[config.mk]
export PLATFORM = sky130hd
export DESIGN_NAME = arithmetic_encoder_step_core_flat
export DESIGN_NICKNAME = d
export VERILOG_FILES = /design/src/rtl/arenc_pkg.sv /design/src/rtl/arenc_if.sv /design/src/rtl/arenc_scale_lane.sv /design/src/rtl/arithmetic_encoder_step_core.sv /design/src/flat_wrapper.sv
export SDC_FILE = /design/constraint.sdc
export NUM_CORES = 1
export LEC_CHECK = 0
export BUFFER_PORTS_ARGS = -buffer_cell sky130_fd_sc_hd__buf_2
export CAP_MARGIN = 40
export CORE_UTILIZATION = 59
export DETAILED_ROUTE_END_ITERATION = 10
export HOLD_SLACK_MARGIN = 0.12
export PLACE_DENSITY = 0.86
export SYNTH_ARGS = -nofsm -noshare
export SYNTH_HDL_FRONTEND = slang
export SYNTH_SLANG_ARGS = --single-unit
[constraint.sdc]
create_clock -name clk -period 6.05 [get_ports clk]
set_clock_uncertainty 0.1 [all_clocks]
set_input_delay 0.9075 -clock clk [delete_from_list [all_inputs] [get_ports clk]]
set_output_delay 0.9075 -clock clk [all_outputs]
set_load 0.01 [all_outputs]
[src/rtl/arenc_pkg.sv]
// shared types and constants for the arithmetic encoder step core
package arenc_pkg;

    localparam int FOLLOW_W = 16;
    localparam logic [FOLLOW_W-1:0] PEND_MAX = '1;
    localparam int TOTAL_RESET = 256;

    typedef struct packed {
        logic load;
        logic mul;
        logic div;
    } lane_ctrl_t;

endpackage

[src/rtl/arenc_if.sv]
// handshake interfaces for the symbol and code channels
interface arenc_sym_if #(
    parameter int COUNT_BITS = 16
);
    logic                  valid;
    logic                  ready;
    logic                  func;
    logic [COUNT_BITS-1:0] cum_low;
    logic [COUNT_BITS-1:0] cum_high;

    modport source (output valid, output func, output cum_low, output cum_high, input ready);
    modport sink (input valid, input func, input cum_low, input cum_high, output ready);
endinterface

interface arenc_code_if import arenc_pkg::*; ();
    logic                valid;
    logic                ready;
    logic                bit_value;
    logic [FOLLOW_W-1:0] follow_count;
    logic                last;

    modport source (output valid, output bit_value, output follow_count, output last,
                    input ready);
    modport sink (input valid, input bit_value, input follow_count, input last,
                  output ready);
endinterface

[src/rtl/arenc_scale_lane.sv]
// bit-serial multiply then restoring divide: floor(range * count / total)
module arenc_scale_lane import arenc_pkg::*; #(
    parameter int PRECISION  = 32,
    parameter int COUNT_BITS = 16
) (
    input  logic                  clk,
    input  logic                  rst_n,
    input  lane_ctrl_t            ctrl,
    input  logic [PRECISION:0]    range_val,
    input  logic [COUNT_BITS-1:0] count_val,
    input  logic [COUNT_BITS-1:0] total_val,
    output logic [PRECISION:0]    quot
);

    localparam int W = PRECISION + COUNT_BITS + 1;

    logic [W-1:0]          acc_reg;
    logic [W-1:0]          acc_next;
    logic [COUNT_BITS-1:0] rem_reg;
    logic [COUNT_BITS-1:0] rem_next;
    logic [COUNT_BITS-1:0] cnt_sh_reg;
    logic [COUNT_BITS-1:0] cnt_sh_next;
    logic [COUNT_BITS:0]   trial;
    logic [COUNT_BITS:0]   diff;
    logic                  ge;

    assign trial = {rem_reg, acc_reg[W-1]};
    assign ge    = trial >= {1'b0, total_val};
    assign diff  = trial - {1'b0, total_val};

    always_comb
    begin
        acc_next    = acc_reg;
        rem_next    = rem_reg;
        cnt_sh_next = cnt_sh_reg;
        if (ctrl.load)
        begin
            acc_next    = '0;
            rem_next    = '0;
            cnt_sh_next = count_val;
        end
        else if (ctrl.mul)
        begin
            acc_next    = {acc_reg[W-2:0], 1'b0}
                          + (cnt_sh_reg[COUNT_BITS-1] ? W'(range_val) : '0);
            cnt_sh_next = {cnt_sh_reg[COUNT_BITS-2:0], 1'b0};
        end
        else if (ctrl.div)
        begin
            acc_next = {acc_reg[W-2:0], ge};
            rem_next = ge ? diff[COUNT_BITS-1:0] : trial[COUNT_BITS-1:0];
        end
    end

    always_ff @(posedge clk or negedge rst_n)
    begin
        if (!rst_n)
        begin
            acc_reg    <= '0;
            rem_reg    <= '0;
            cnt_sh_reg <= '0;
        end
        else
        begin
            acc_reg    <= acc_next;
            rem_reg    <= rem_next;
            cnt_sh_reg <= cnt_sh_next;
        end
    end

    assign quot = acc_reg[PRECISION:0];

endmodule

[src/rtl/arithmetic_encoder_step_core.sv]
// arithmetic encoder step core: interval narrowing with deferred carry bits
//
// sym channel: one beat per item; func 0 narrows the interval by cum_low and
// cum_high out of the configured total, func 1 finishes the stream.
// code channel: one beat per decided bit with the count of inverted bits
// that follow it; last marks the final beat caused by an item. a symbol that
// needs no output bit gives no beat at all.
// total register: the user must write it through cfg_wr_en / cfg_wr_data
// only while idle; the block itself does not enforce this.
// a symbol goes through bit-serial multiply and restoring divide, the
// interval update and the renormalisation shifts, then hands over any
// held beat. the multiply and divide lanes step one bit per cycle and
// set the symbol time; one item is worked on at a time.
// reset: interval to the full code range, deferred count cleared, total 256.
// a stalled receiver holds the output register; renormalisation and
// finish wait while a beat must move into that register and it is full.
module arithmetic_encoder_step_core import arenc_pkg::*; #(
    parameter int PRECISION  = 32,
    parameter int COUNT_BITS = 16
) (
    input  logic                  clk,
    input  logic                  rst_n,
    input  logic                  cfg_wr_en,
    input  logic [COUNT_BITS-1:0] cfg_wr_data,
    arenc_sym_if.sink             sym,
    arenc_code_if.source          code
);

    localparam int W     = PRECISION + COUNT_BITS + 1;
    localparam int CNT_W = $clog2(W + 1);

    localparam logic [2:0] ST_IDLE   = 3'd0;
    localparam logic [2:0] ST_MUL    = 3'd1;
    localparam logic [2:0] ST_DIV    = 3'd2;
    localparam logic [2:0] ST_UPD    = 3'd3;
    localparam logic [2:0] ST_RENORM = 3'd4;
    localparam logic [2:0] ST_FIN    = 3'd5;

    logic [2:0]            state_reg, state_next;
    logic [CNT_W-1:0]      cnt_reg, cnt_next;
    logic [COUNT_BITS-1:0] total_reg, total_next;
    logic [PRECISION-1:0]  low_reg, low_next;
    logic [PRECISION-1:0]  high_reg, high_next;
    logic [FOLLOW_W-1:0]   pend_reg, pend_next;
    logic                  hold_valid_reg, hold_valid_next;
    logic                  hold_bit_reg, hold_bit_next;
    logic [FOLLOW_W-1:0]   hold_follow_reg, hold_follow_next;
    logic                  out_valid_reg, out_valid_next;
    logic                  out_bit_reg, out_bit_next;
    logic [FOLLOW_W-1:0]   out_follow_reg, out_follow_next;
    logic                  out_last_reg, out_last_next;

    lane_ctrl_t            ctrl;
    logic [COUNT_BITS-1:0] tot_eff;
    logic [COUNT_BITS-1:0] ch_a, ch_c, cl_c;
    logic [PRECISION:0]    range_val;
    logic [PRECISION:0]    hi_q, lo_q, hi_off;
    logic [FOLLOW_W-1:0]   pend_inc;
    logic                  out_free;
    logic                  emit0, emit1, mid;

    assign tot_eff   = (total_reg == '0) ? COUNT_BITS'(1) : total_reg;
    assign ch_a      = (sym.cum_high > tot_eff) ? tot_eff : sym.cum_high;
    assign ch_c      = (ch_a == '0) ? COUNT_BITS'(1) : ch_a;
    assign cl_c      = (sym.cum_low >= ch_c) ? ch_c - COUNT_BITS'(1) : sym.cum_low;
    assign range_val = {1'b0, high_reg} - {1'b0, low_reg} + (PRECISION+1)'(1);
    assign hi_off    = (hi_q <= lo_q) ? lo_q + (PRECISION+1)'(1) : hi_q;
    assign pend_inc  = (pend_reg == PEND_MAX) ? pend_reg : pend_reg + FOLLOW_W'(1);
    assign out_free  = !out_valid_reg || code.ready;
    assign emit0     = !high_reg[PRECISION-1];
    assign emit1     = low_reg[PRECISION-1];
    assign mid       = (low_reg[PRECISION-1:PRECISION-2] == 2'b01)
                       && (high_reg[PRECISION-1:PRECISION-2] == 2'b10);

    arenc_scale_lane #(
        .PRECISION  (PRECISION),
        .COUNT_BITS (COUNT_BITS)
    ) u_lane_hi (
        .clk       (clk),
        .rst_n     (rst_n),
        .ctrl      (ctrl),
        .range_val (range_val),
        .count_val (ch_c),
        .total_val (tot_eff),
        .quot      (hi_q)
    );

    arenc_scale_lane #(
        .PRECISION  (PRECISION),
        .COUNT_BITS (COUNT_BITS)
    ) u_lane_lo (
        .clk       (clk),
        .rst_n     (rst_n),
        .ctrl      (ctrl),
        .range_val (range_val),
        .count_val (cl_c),
        .total_val (tot_eff),
        .quot      (lo_q)
    );

    always_comb
    begin
        state_next       = state_reg;
        cnt_next         = cnt_reg;
        total_next       = total_reg;
        low_next         = low_reg;
        high_next        = high_reg;
        pend_next        = pend_reg;
        hold_valid_next  = hold_valid_reg;
        hold_bit_next    = hold_bit_reg;
        hold_follow_next = hold_follow_reg;
        out_valid_next   = out_valid_reg;
        out_bit_next     = out_bit_reg;
        out_follow_next  = out_follow_reg;
        out_last_next    = out_last_reg;
        ctrl             = '0;

        if (cfg_wr_en)
        begin
            total_next = cfg_wr_data;
        end
        if (out_valid_reg && code.ready)
        begin
            out_valid_next = 1'b0;
        end

        case (state_reg)
            ST_IDLE:
            begin
                if (sym.valid)
                begin
                    if (sym.func)
                    begin
                        state_next = ST_FIN;
                    end
                    else
                    begin
                        ctrl.load  = 1'b1;
                        cnt_next   = CNT_W'(COUNT_BITS);
                        state_next = ST_MUL;
                    end
                end
            end
            ST_MUL:
            begin
                ctrl.mul = 1'b1;
                if (cnt_reg == CNT_W'(1))
                begin
                    cnt_next   = CNT_W'(W);
                    state_next = ST_DIV;
                end
                else
                begin
                    cnt_next = cnt_reg - CNT_W'(1);
                end
            end
            ST_DIV:
            begin
                ctrl.div = 1'b1;
                if (cnt_reg == CNT_W'(1))
                begin
                    state_next = ST_UPD;
                end
                else
                begin
                    cnt_next = cnt_reg - CNT_W'(1);
                end
            end
            ST_UPD:
            begin
                high_next  = low_reg + hi_off[PRECISION-1:0] - PRECISION'(1);
                low_next   = low_reg + lo_q[PRECISION-1:0];
                state_next = ST_RENORM;
            end
            ST_RENORM:
            begin
                if (emit0 || emit1)
                begin
                    if (!hold_valid_reg || out_free)
                    begin
                        if (hold_valid_reg)
                        begin
                            out_valid_next  = 1'b1;
                            out_bit_next    = hold_bit_reg;
                            out_follow_next = hold_follow_reg;
                            out_last_next   = 1'b0;
                        end
                        hold_valid_next  = 1'b1;
                        hold_bit_next    = !emit0;
                        hold_follow_next = pend_reg;
                        pend_next        = '0;
                        low_next         = {low_reg[PRECISION-2:0], 1'b0};
                        high_next        = {high_reg[PRECISION-2:0], 1'b1};
                    end
                end
                else if (mid)
                begin
                    // middle half: drop a quarter and defer the bit
                    pend_next = pend_inc;
                    low_next  = {1'b0, low_reg[PRECISION-3:0], 1'b0};
                    high_next = {1'b1, high_reg[PRECISION-3:0], 1'b1};
                end
                else if (!hold_valid_reg)
                begin
                    state_next = ST_IDLE;
                end
                else if (out_free)
                begin
                    out_valid_next  = 1'b1;
                    out_bit_next    = hold_bit_reg;
                    out_follow_next = hold_follow_reg;
                    out_last_next   = 1'b1;
                    hold_valid_next = 1'b0;
                    state_next      = ST_IDLE;
                end
            end
            ST_FIN:
            begin
                if (out_free)
                begin
                    out_valid_next  = 1'b1;
                    out_bit_next    = |low_reg[PRECISION-1:PRECISION-2];
                    out_follow_next = pend_inc;
                    out_last_next   = 1'b1;
                    low_next        = '0;
                    high_next       = '1;
                    pend_next       = '0;
                    state_next      = ST_IDLE;
                end
            end
            default:
            begin
                state_next = ST_IDLE;
            end
        endcase
    end

    always_ff @(posedge clk or negedge rst_n)
    begin
        if (!rst_n)
        begin
            state_reg      <= ST_IDLE;
            cnt_reg        <= '0;
            total_reg      <= COUNT_BITS'(TOTAL_RESET);
            low_reg        <= '0;
            high_reg       <= '1;
            pend_reg       <= '0;
            hold_valid_reg <= 1'b0;
            out_valid_reg  <= 1'b0;
        end
        else
        begin
            state_reg      <= state_next;
            cnt_reg        <= cnt_next;
            total_reg      <= total_next;
            low_reg        <= low_next;
            high_reg       <= high_next;
            pend_reg       <= pend_next;
            hold_valid_reg <= hold_valid_next;
            out_valid_reg  <= out_valid_next;
        end
    end

    always_ff @(posedge clk)
    begin
        hold_bit_reg    <= hold_bit_next;
        hold_follow_reg <= hold_follow_next;
        out_bit_reg     <= out_bit_next;
        out_follow_reg  <= out_follow_next;
        out_last_reg    <= out_last_next;
    end

    assign sym.ready         = (state_reg == ST_IDLE);
    assign code.valid        = out_valid_reg;
    assign code.bit_value    = out_bit_reg;
    assign code.follow_count = out_follow_reg;
    assign code.last         = out_last_reg;

`ifndef SYNTHESIS
    a_interval_ordered: assert property (@(posedge clk) disable iff (!rst_n)
        low_reg <= high_reg)
        else $error("coding interval inverted");

    a_idle_straddles_half: assert property (@(posedge clk) disable iff (!rst_n)
        (state_reg == ST_IDLE) |-> (high_reg[PRECISION-1] && !low_reg[PRECISION-1]))
        else $error("renormalisation left interval on one side of half");

    a_no_held_beat_idle: assert property (@(posedge clk) disable iff (!rst_n)
        (state_reg == ST_IDLE) |-> !hold_valid_reg)
        else $error("held beat left behind at end of item");

    a_last_ends_item: assert property (@(posedge clk) disable iff (!rst_n)
        (!out_valid_reg && out_valid_next && out_last_next) |=> (state_reg == ST_IDLE))
        else $error("last beat issued while item still in progress");
`endif

endmodule

[src/flat_wrapper.sv]
// flat-port wrapper written by rule: the top's interface ports become plain ports
module arithmetic_encoder_step_core_flat import arenc_pkg::*;
#(
    parameter int PRECISION  = 32,
    parameter int COUNT_BITS = 16
)
  (clk, rst_n, cfg_wr_en, cfg_wr_data, sym_valid, sym_func, sym_cum_low, sym_cum_high, sym_ready, code_valid, code_bit_value, code_follow_count, code_last, code_ready);
  arenc_sym_if #(.COUNT_BITS(COUNT_BITS)) sym_i ();
  arenc_code_if code_i ();
  input  logic clk;
  input  logic rst_n;
  input  logic cfg_wr_en;
  input  logic [COUNT_BITS-1:0] cfg_wr_data;
  input wire logic [$bits(sym_i.valid)-1:0] sym_valid;
  input wire logic [$bits(sym_i.func)-1:0] sym_func;
  input wire logic [$bits(sym_i.cum_low)-1:0] sym_cum_low;
  input wire logic [$bits(sym_i.cum_high)-1:0] sym_cum_high;
  output wire logic [$bits(sym_i.ready)-1:0] sym_ready;
  output wire logic [$bits(code_i.valid)-1:0] code_valid;
  output wire logic [$bits(code_i.bit_value)-1:0] code_bit_value;
  output wire logic [$bits(code_i.follow_count)-1:0] code_follow_count;
  output wire logic [$bits(code_i.last)-1:0] code_last;
  input wire logic [$bits(code_i.ready)-1:0] code_ready;
  assign sym_i.valid = sym_valid;
  assign sym_i.func = sym_func;
  assign sym_i.cum_low = sym_cum_low;
  assign sym_i.cum_high = sym_cum_high;
  assign sym_ready = sym_i.ready;
  assign code_valid = code_i.valid;
  assign code_bit_value = code_i.bit_value;
  assign code_follow_count = code_i.follow_count;
  assign code_last = code_i.last;
  assign code_i.ready = code_ready;
  arithmetic_encoder_step_core #(.PRECISION(PRECISION), .COUNT_BITS(COUNT_BITS)) u_core (.clk(clk), .rst_n(rst_n), .cfg_wr_en(cfg_wr_en), .cfg_wr_data(cfg_wr_data), .sym(sym_i), .code(code_i));
endmodule
# After elaboration in Yosys (flattened, before gate mapping)
# Cells that the tools add are included.
# word_totals
regBits	304
latchBits	0
ramBits	0
rom_bits	0
output_inout_bits	20
word_cells	185
mem_count	0
# classes
addsub	13
multipliers	0
div_mod_pow	0
n_lt_le_gt_ge	5
n_eq_ne	25
n_shift	0
mux	96
n_bitwise	0
reduce_logical	27
# op_table
cell	n
2-to-1 mux 16 bit	28
2-to-1 mux 49 bit	6
2-to-1 mux 32 bit	9
case mux 32 bit (3 select lines)	2
adder 49 x 33 -> 49 bit	2
2-to-1 mux 33 bit	2
adder 32 bit	2
case mux 16 bit (2 select lines)	2
greater-or-equal comparator 17 x 16 -> 1 bit	2
adder 33 x 1 -> 33 bit (second input constant)	1
less-or-equal comparator 33 bit	1
subtractor 32 x 32 -> 33 bit	1
adder 32 x 1 -> 32 bit (second input constant)	1
logical NOT 16 bit	2
subtractor 16 bit	2
subtractor 32 x 1 -> 32 bit (second input constant)	1
2-to-1 mux 1 bit	30
2-to-1 mux 3 bit	8
2-to-1 mux 6 bit	4
case mux 3 bit (6 select lines)	1
case mux 6 bit (3 select lines)	1
adder 16 x 1 -> 16 bit (second input constant)	1
== test 16 bit (second input constant)	1
greater-or-equal comparator 16 bit	1
other kinds (26)	55

# Depth between registers and ports, before layout
# depth
word_depth	9
ltp_mapped	29
depth_no_buf	26

# Hierarchy
# Synthesis repeated with hierarchy kept, for this count alone.
# hier_totals
cells_unflattened	3603
area_unflattened_um2	29821.1
# by_module_without_submodules
module	instances	cells_each	area_per_inst_um2
arithmetic_encoder_step_core	1	1897	15234.6
arenc_scale_lane (u_core.u_lane_hi)	1	891	7482.2
arenc_scale_lane (u_core.u_lane_lo)	1	815	7104.3

# Worst setup path after synthesis
# OpenSTA, ideal clock, no wires.
# synth_path
path_type	register to register
startpoint	register u_core.high_reg[1]
endpoint	register u_core.u_lane_lo.acc_reg[44]
arrival_time_ps	5654
t_required_ps	5816
setup_slack_ps	162
stages_incl_launch_ff	28
n_path_buf	1
period_less_slack_ps	5888
cell_sequence	dfstp_2 inv_1 ha_1 inv_1 ha_1 fa_1 a211oi_1 nor2_1 o221a_2 a311oi_4 o41ai_2 nor2b_4 o41a_1 o41ai_4 xnor2_1 and2_1 ha_1 clkbuf_1 a21o_1 a21o_1 a21oi_1 inv_1 nor2_1 o211ai_1 a31oi_1 and3b_1 xnor2_1 o21ai_1
# synth_via
elab_chain_len	6
# synth_rtl
element	line_no	text
start, declared	arithmetic_encoder_step_core.sv:43	logic [PRECISION-1:0] high_reg, high_next;
start signal, assigned	arithmetic_encoder_step_core.sv:257	high_reg <= high_next;
subtractor 32 x 32 -> 33 bit	arithmetic_encoder_step_core.sv:66	assign range_val = {1'b0, high_reg} - {1'b0, low_reg} + (PRECISION+1)'(1);
adder 33 x 1 -> 33 bit	arithmetic_encoder_step_core.sv:66	
2-to-1 mux 33 bit	arenc_scale_lane.sv:45	+ (cnt_sh_reg[COUNT_BITS-1] ? W'(range_val) : '0);
adder 49 x 33 -> 49 bit	arenc_scale_lane.sv:45	
2-to-1 mux 49 bit	arenc_scale_lane.sv:42	else if (ctrl.mul)
2-to-1 mux 49 bit	arenc_scale_lane.sv:36	if (ctrl.load)
end signal, assigned	arenc_scale_lane.sv:65	acc_reg <= acc_next;
end, declared	arenc_scale_lane.sv:17	logic [W-1:0] acc_reg;
# Every way passes these cells.
# A chain may end at the register's enable or synchronous reset.

# Worst setup path after layout
# Ends and elaborated chain as after synthesis.

==> results.py <==
metrics = {
    "outcome": {
        "outcome": "finished, final reports clean",
    },
    "detailed_routing": {
        "vias": 26800,
        "m1WireLength_mm": 33.9,
        "drt_iter0_markers": 2932,
        "route.met2.wl_mm": 38.3,
        "wl_met3_mm": 6.31,
        "totalWireLength_mm": 82.7,
        "detail_route.drc_violations": 0,
        "maxUsedRoutingLayer": "met4",
        "wl_per_cell_um": 20.3,
        "via_per_inst": 6.60,
        "postRouteAntennaNets": 0,
        "dr.pass1.iters": 8,
    },
    "sta": {
        "post-route-period-util": 0.994,
        "finalSetupViolCount": 0,
        "rsz0062_at_grt": "yes",
        "clock.fmax_mhz": 166,
        "drv_slew": 0,
        "tightest_slew_ps": 903,
        "period_minus_slack_ps": 6010,
        "worst_slack_ps": 37.1,
        "slew-limit-headroom": 0.398,
        "finalSetupTns_ps": 0,
        "hold_viol_final": 0,
    },
    "layout": {
        "final_area_um2": 31200,
        "multiInputGateArea_um2": 18900,
        "fill_cells": 3629,
        "final_nets": 3815,
        "areaGrowthSynthToFinish_pct": 12.7,
        "layout.area.seq_um2": 7830,
        "drive_above_1_share": 0.117,
    },
    "synthesis": {
        "syn_area_um2": 27700,
        "synth.distinct_cells": 93,
        "synthCells": 3320,
        "yosys_warnings": 0,
        "yosysTopAreaCellShare": 0.213,
        "syn-num-nets": 3702,
        "synth_flop_cell": "dfrtp_1",
        "postSynthAreaPerCell_um2": 8.34,
        "synth_edf_count": 35,
        "ys_seq_area_frac": 0.283,
        "synth.area.top_cells": "dfrtp_1, ha_1, xnor2_1, a21oi_1, o21ai_0",
        "ys_seq_elements": 304,
        "synth_top_area_cell": "dfrtp_1",
        "synthArstFlopShare": 0.885,
    },
    "placement": {
        "dp_hpwl_mm": 58.6,
        "pre_cts_ws_ps": -101,
        "dpl_cell_area_um2": 29300,
        "gp_congestion": 0.990,
        "io_buffers": 73,
    },
    "cts": {
        "clk_latency_ps": 570,
        "numCtsBuffers": 38,
        "cts_tree": "built",
        "clock-sinks": 304,
        "root_buffer": "clkbuf_16",
        "htree_levels": 2,
        "clk_pin_slew_ps": 50,
        "clockBufferDepth": 3,
        "cts_hold_buf": 0,
    },
    "floorplan": {
        "ioPinCount": 74,
        "num_rows": 79,
        "dieArea_um2": 47800,
        "core_um2": 46500,
        "start_util": 0.596,
        "die_width_um": 219,
        "die_h_um": 219,
    },
    "global_route": {
        "track_usage": 0.336,
        "antenna_found_initial": 0,
        "grt_start_max_net_pins": 91,
        "globalRouteOverflowTotal": 0,
        "grt_pass1_vias": 25000,
        "grt_pass1_wl_mm": 130,
    },
    "worst_hold_path": {
        "hold_class": "input port to async pin",
    },
    "flow_run": {
        "maxCapViolCount": 0,
    },
    "setup_path": {
        "crit_path_start_kind": "flip-flop",
        "worstPathArrival_ps": 6360,
        "worstPathMaxFanout": 5,
        "reg2reg_from": "u_core.high_reg[1]",
        "ff2ff_setup_slack_ps": 40,
        "required_ps": 6390,
        "cp-end-kind": "flip-flop",
        "reg2reg_depth": 27,
        "critPathKind": "flip-flop to flip-flop",
        "reg2reg_to": "u_core.u_lane_lo.acc_reg[44]",
    },
}
through the flow:
step / util / hold slack, ps / cells
global route: 0.671 / 307 / 4065
finish: 0.671 / 250 / 4066
CTS: 0.660 / 294 / 4037
detailed placement: 0.631 / 377 / 3971
global placement: 0.628 / 360 / 3964
floorplan: - / 323 / 3320
worst max-delay path by stage:
stage          slack [ps]                            to                   startpoint  depth (start not counted)
4_1_cts                 3           u_core.high_reg[30]  u_core.u_lane_lo.acc_reg[7]                         24
3_5_place_dp         -100           u_core.high_reg[31]  u_core.u_lane_lo.acc_reg[9]                         23
2_1_floorplan         160  u_core.u_lane_lo.acc_reg[44]           u_core.high_reg[1]                         27
3_3_place_gp          -50           u_core.high_reg[31]  u_core.u_lane_lo.acc_reg[9]                         23
5_1_grt              -120  u_core.u_lane_lo.acc_reg[44]           u_core.high_reg[1]                         27
6_report               40  u_core.u_lane_lo.acc_reg[44]           u_core.high_reg[1]                         27
Yosys cell counts, types with 38 or more instances:
cell type	instances
a211oi_1	44
a21o_1	90
a21oi_1	255
and2_1	69
and3_1	38
clkbuf_1	124
dfrtp_1	236
ha_1	321
inv_1	201
mux2i_1	99
nand2_1	293
nand3_1	100
nand4_1	47
nor2_1	204
nor3_1	60
o21a_1	41
o21ai_0	249
o22ai_1	48
xnor2_1	151
xor2_1	70
layout by cell type, fill, tap and decap left out, types with 15 or more instances in the layout:
cell type / count
o21ai_1: 44
edfxtp_1: 35
a221oi_1: 19
a22oi_1: 26
nor2b_1: 36
and2_1: 67
nor3_1: 58
o22ai_1: 47
o211ai_1: 23
o21bai_1: 21
a21o_1: 90
and3_1: 38
buf_4: 127
nand4_1: 47
o21a_1: 41
nor4_1: 15
xnor2_1: 150
ha_1: 314
xor2_1: 70
nand2b_1: 26
inv_1: 199
a31oi_1: 31
or3_1: 20
buf_2: 73
o21ai_0: 238
o31ai_1: 34
a21oi_1: 247
nor2_1: 200
clkbuf_16: 43
dfstp_2: 33
dfrtp_1: 234
a211oi_1: 38
nand3_1: 99
nand2_1: 292
mux2i_1: 99
cell families after synthesis:
group                    synth area share
buffers and inverters              0.0480
adder cells (fa/ha/maj)             0.150
XOR/XNOR                           0.0699
AO/OA/AOI/OAI                       0.239
multiplexers                       0.0371
AND/OR/NAND/NOR                     0.173
flip-flops                          0.283
what timing repair did:
action                                 4_1_cts  5_1_grt
cloned                                       0        4
buffers inserted                             1       26
pin swaps                                    2       38
setup endpoints to repair                    6       61
gates resized for setup                      4       62
endpoints found under the hold margin        0        0
worst max-delay path, stage by stage, from the launching register on:
cell and delay, ps:
dfstp_2 530, inv_2 50, ha_4 250, inv_2 40
ha_4 160, fa_2 370, a211oi_2 230, nor2_1 100
o221a_2 280, a311oi_4 460, o41ai_4 170, nor2b_4 160
o41a_1 450, o41ai_4 360, xnor2_2 170, and2_4 180
ha_4 200, a21o_1 150, a21o_1 160, a21oi_2 150
inv_1 60, nor2_1 80, o211ai_1 120, a31oi_2 240
buf_4 180, and3b_1 190, xnor2_1 180, o21ai_1 90
routing by layer:
metal  GRT usage  vias to the layer above
met2       0.543                     1297
met4       0.174                        0
li1            -                    12400
met3      0.0541                      286
met5           0                        -
met1       0.432                    12900
final cells by class:
cell class	instances	share of cell area
multi-input combinational	2667	0.606
sequential	304	0.251
timing repair buffer	215	0.0511
clock buffer	54	0.0370
inverter	207	0.0249
tap	607	0.0244
clock inverter	11	0.00586
antenna	1	0.0000802
Power is not shown: default switching activity piles up to over one toggle a cycle in this logic, so the estimate is an artifact.
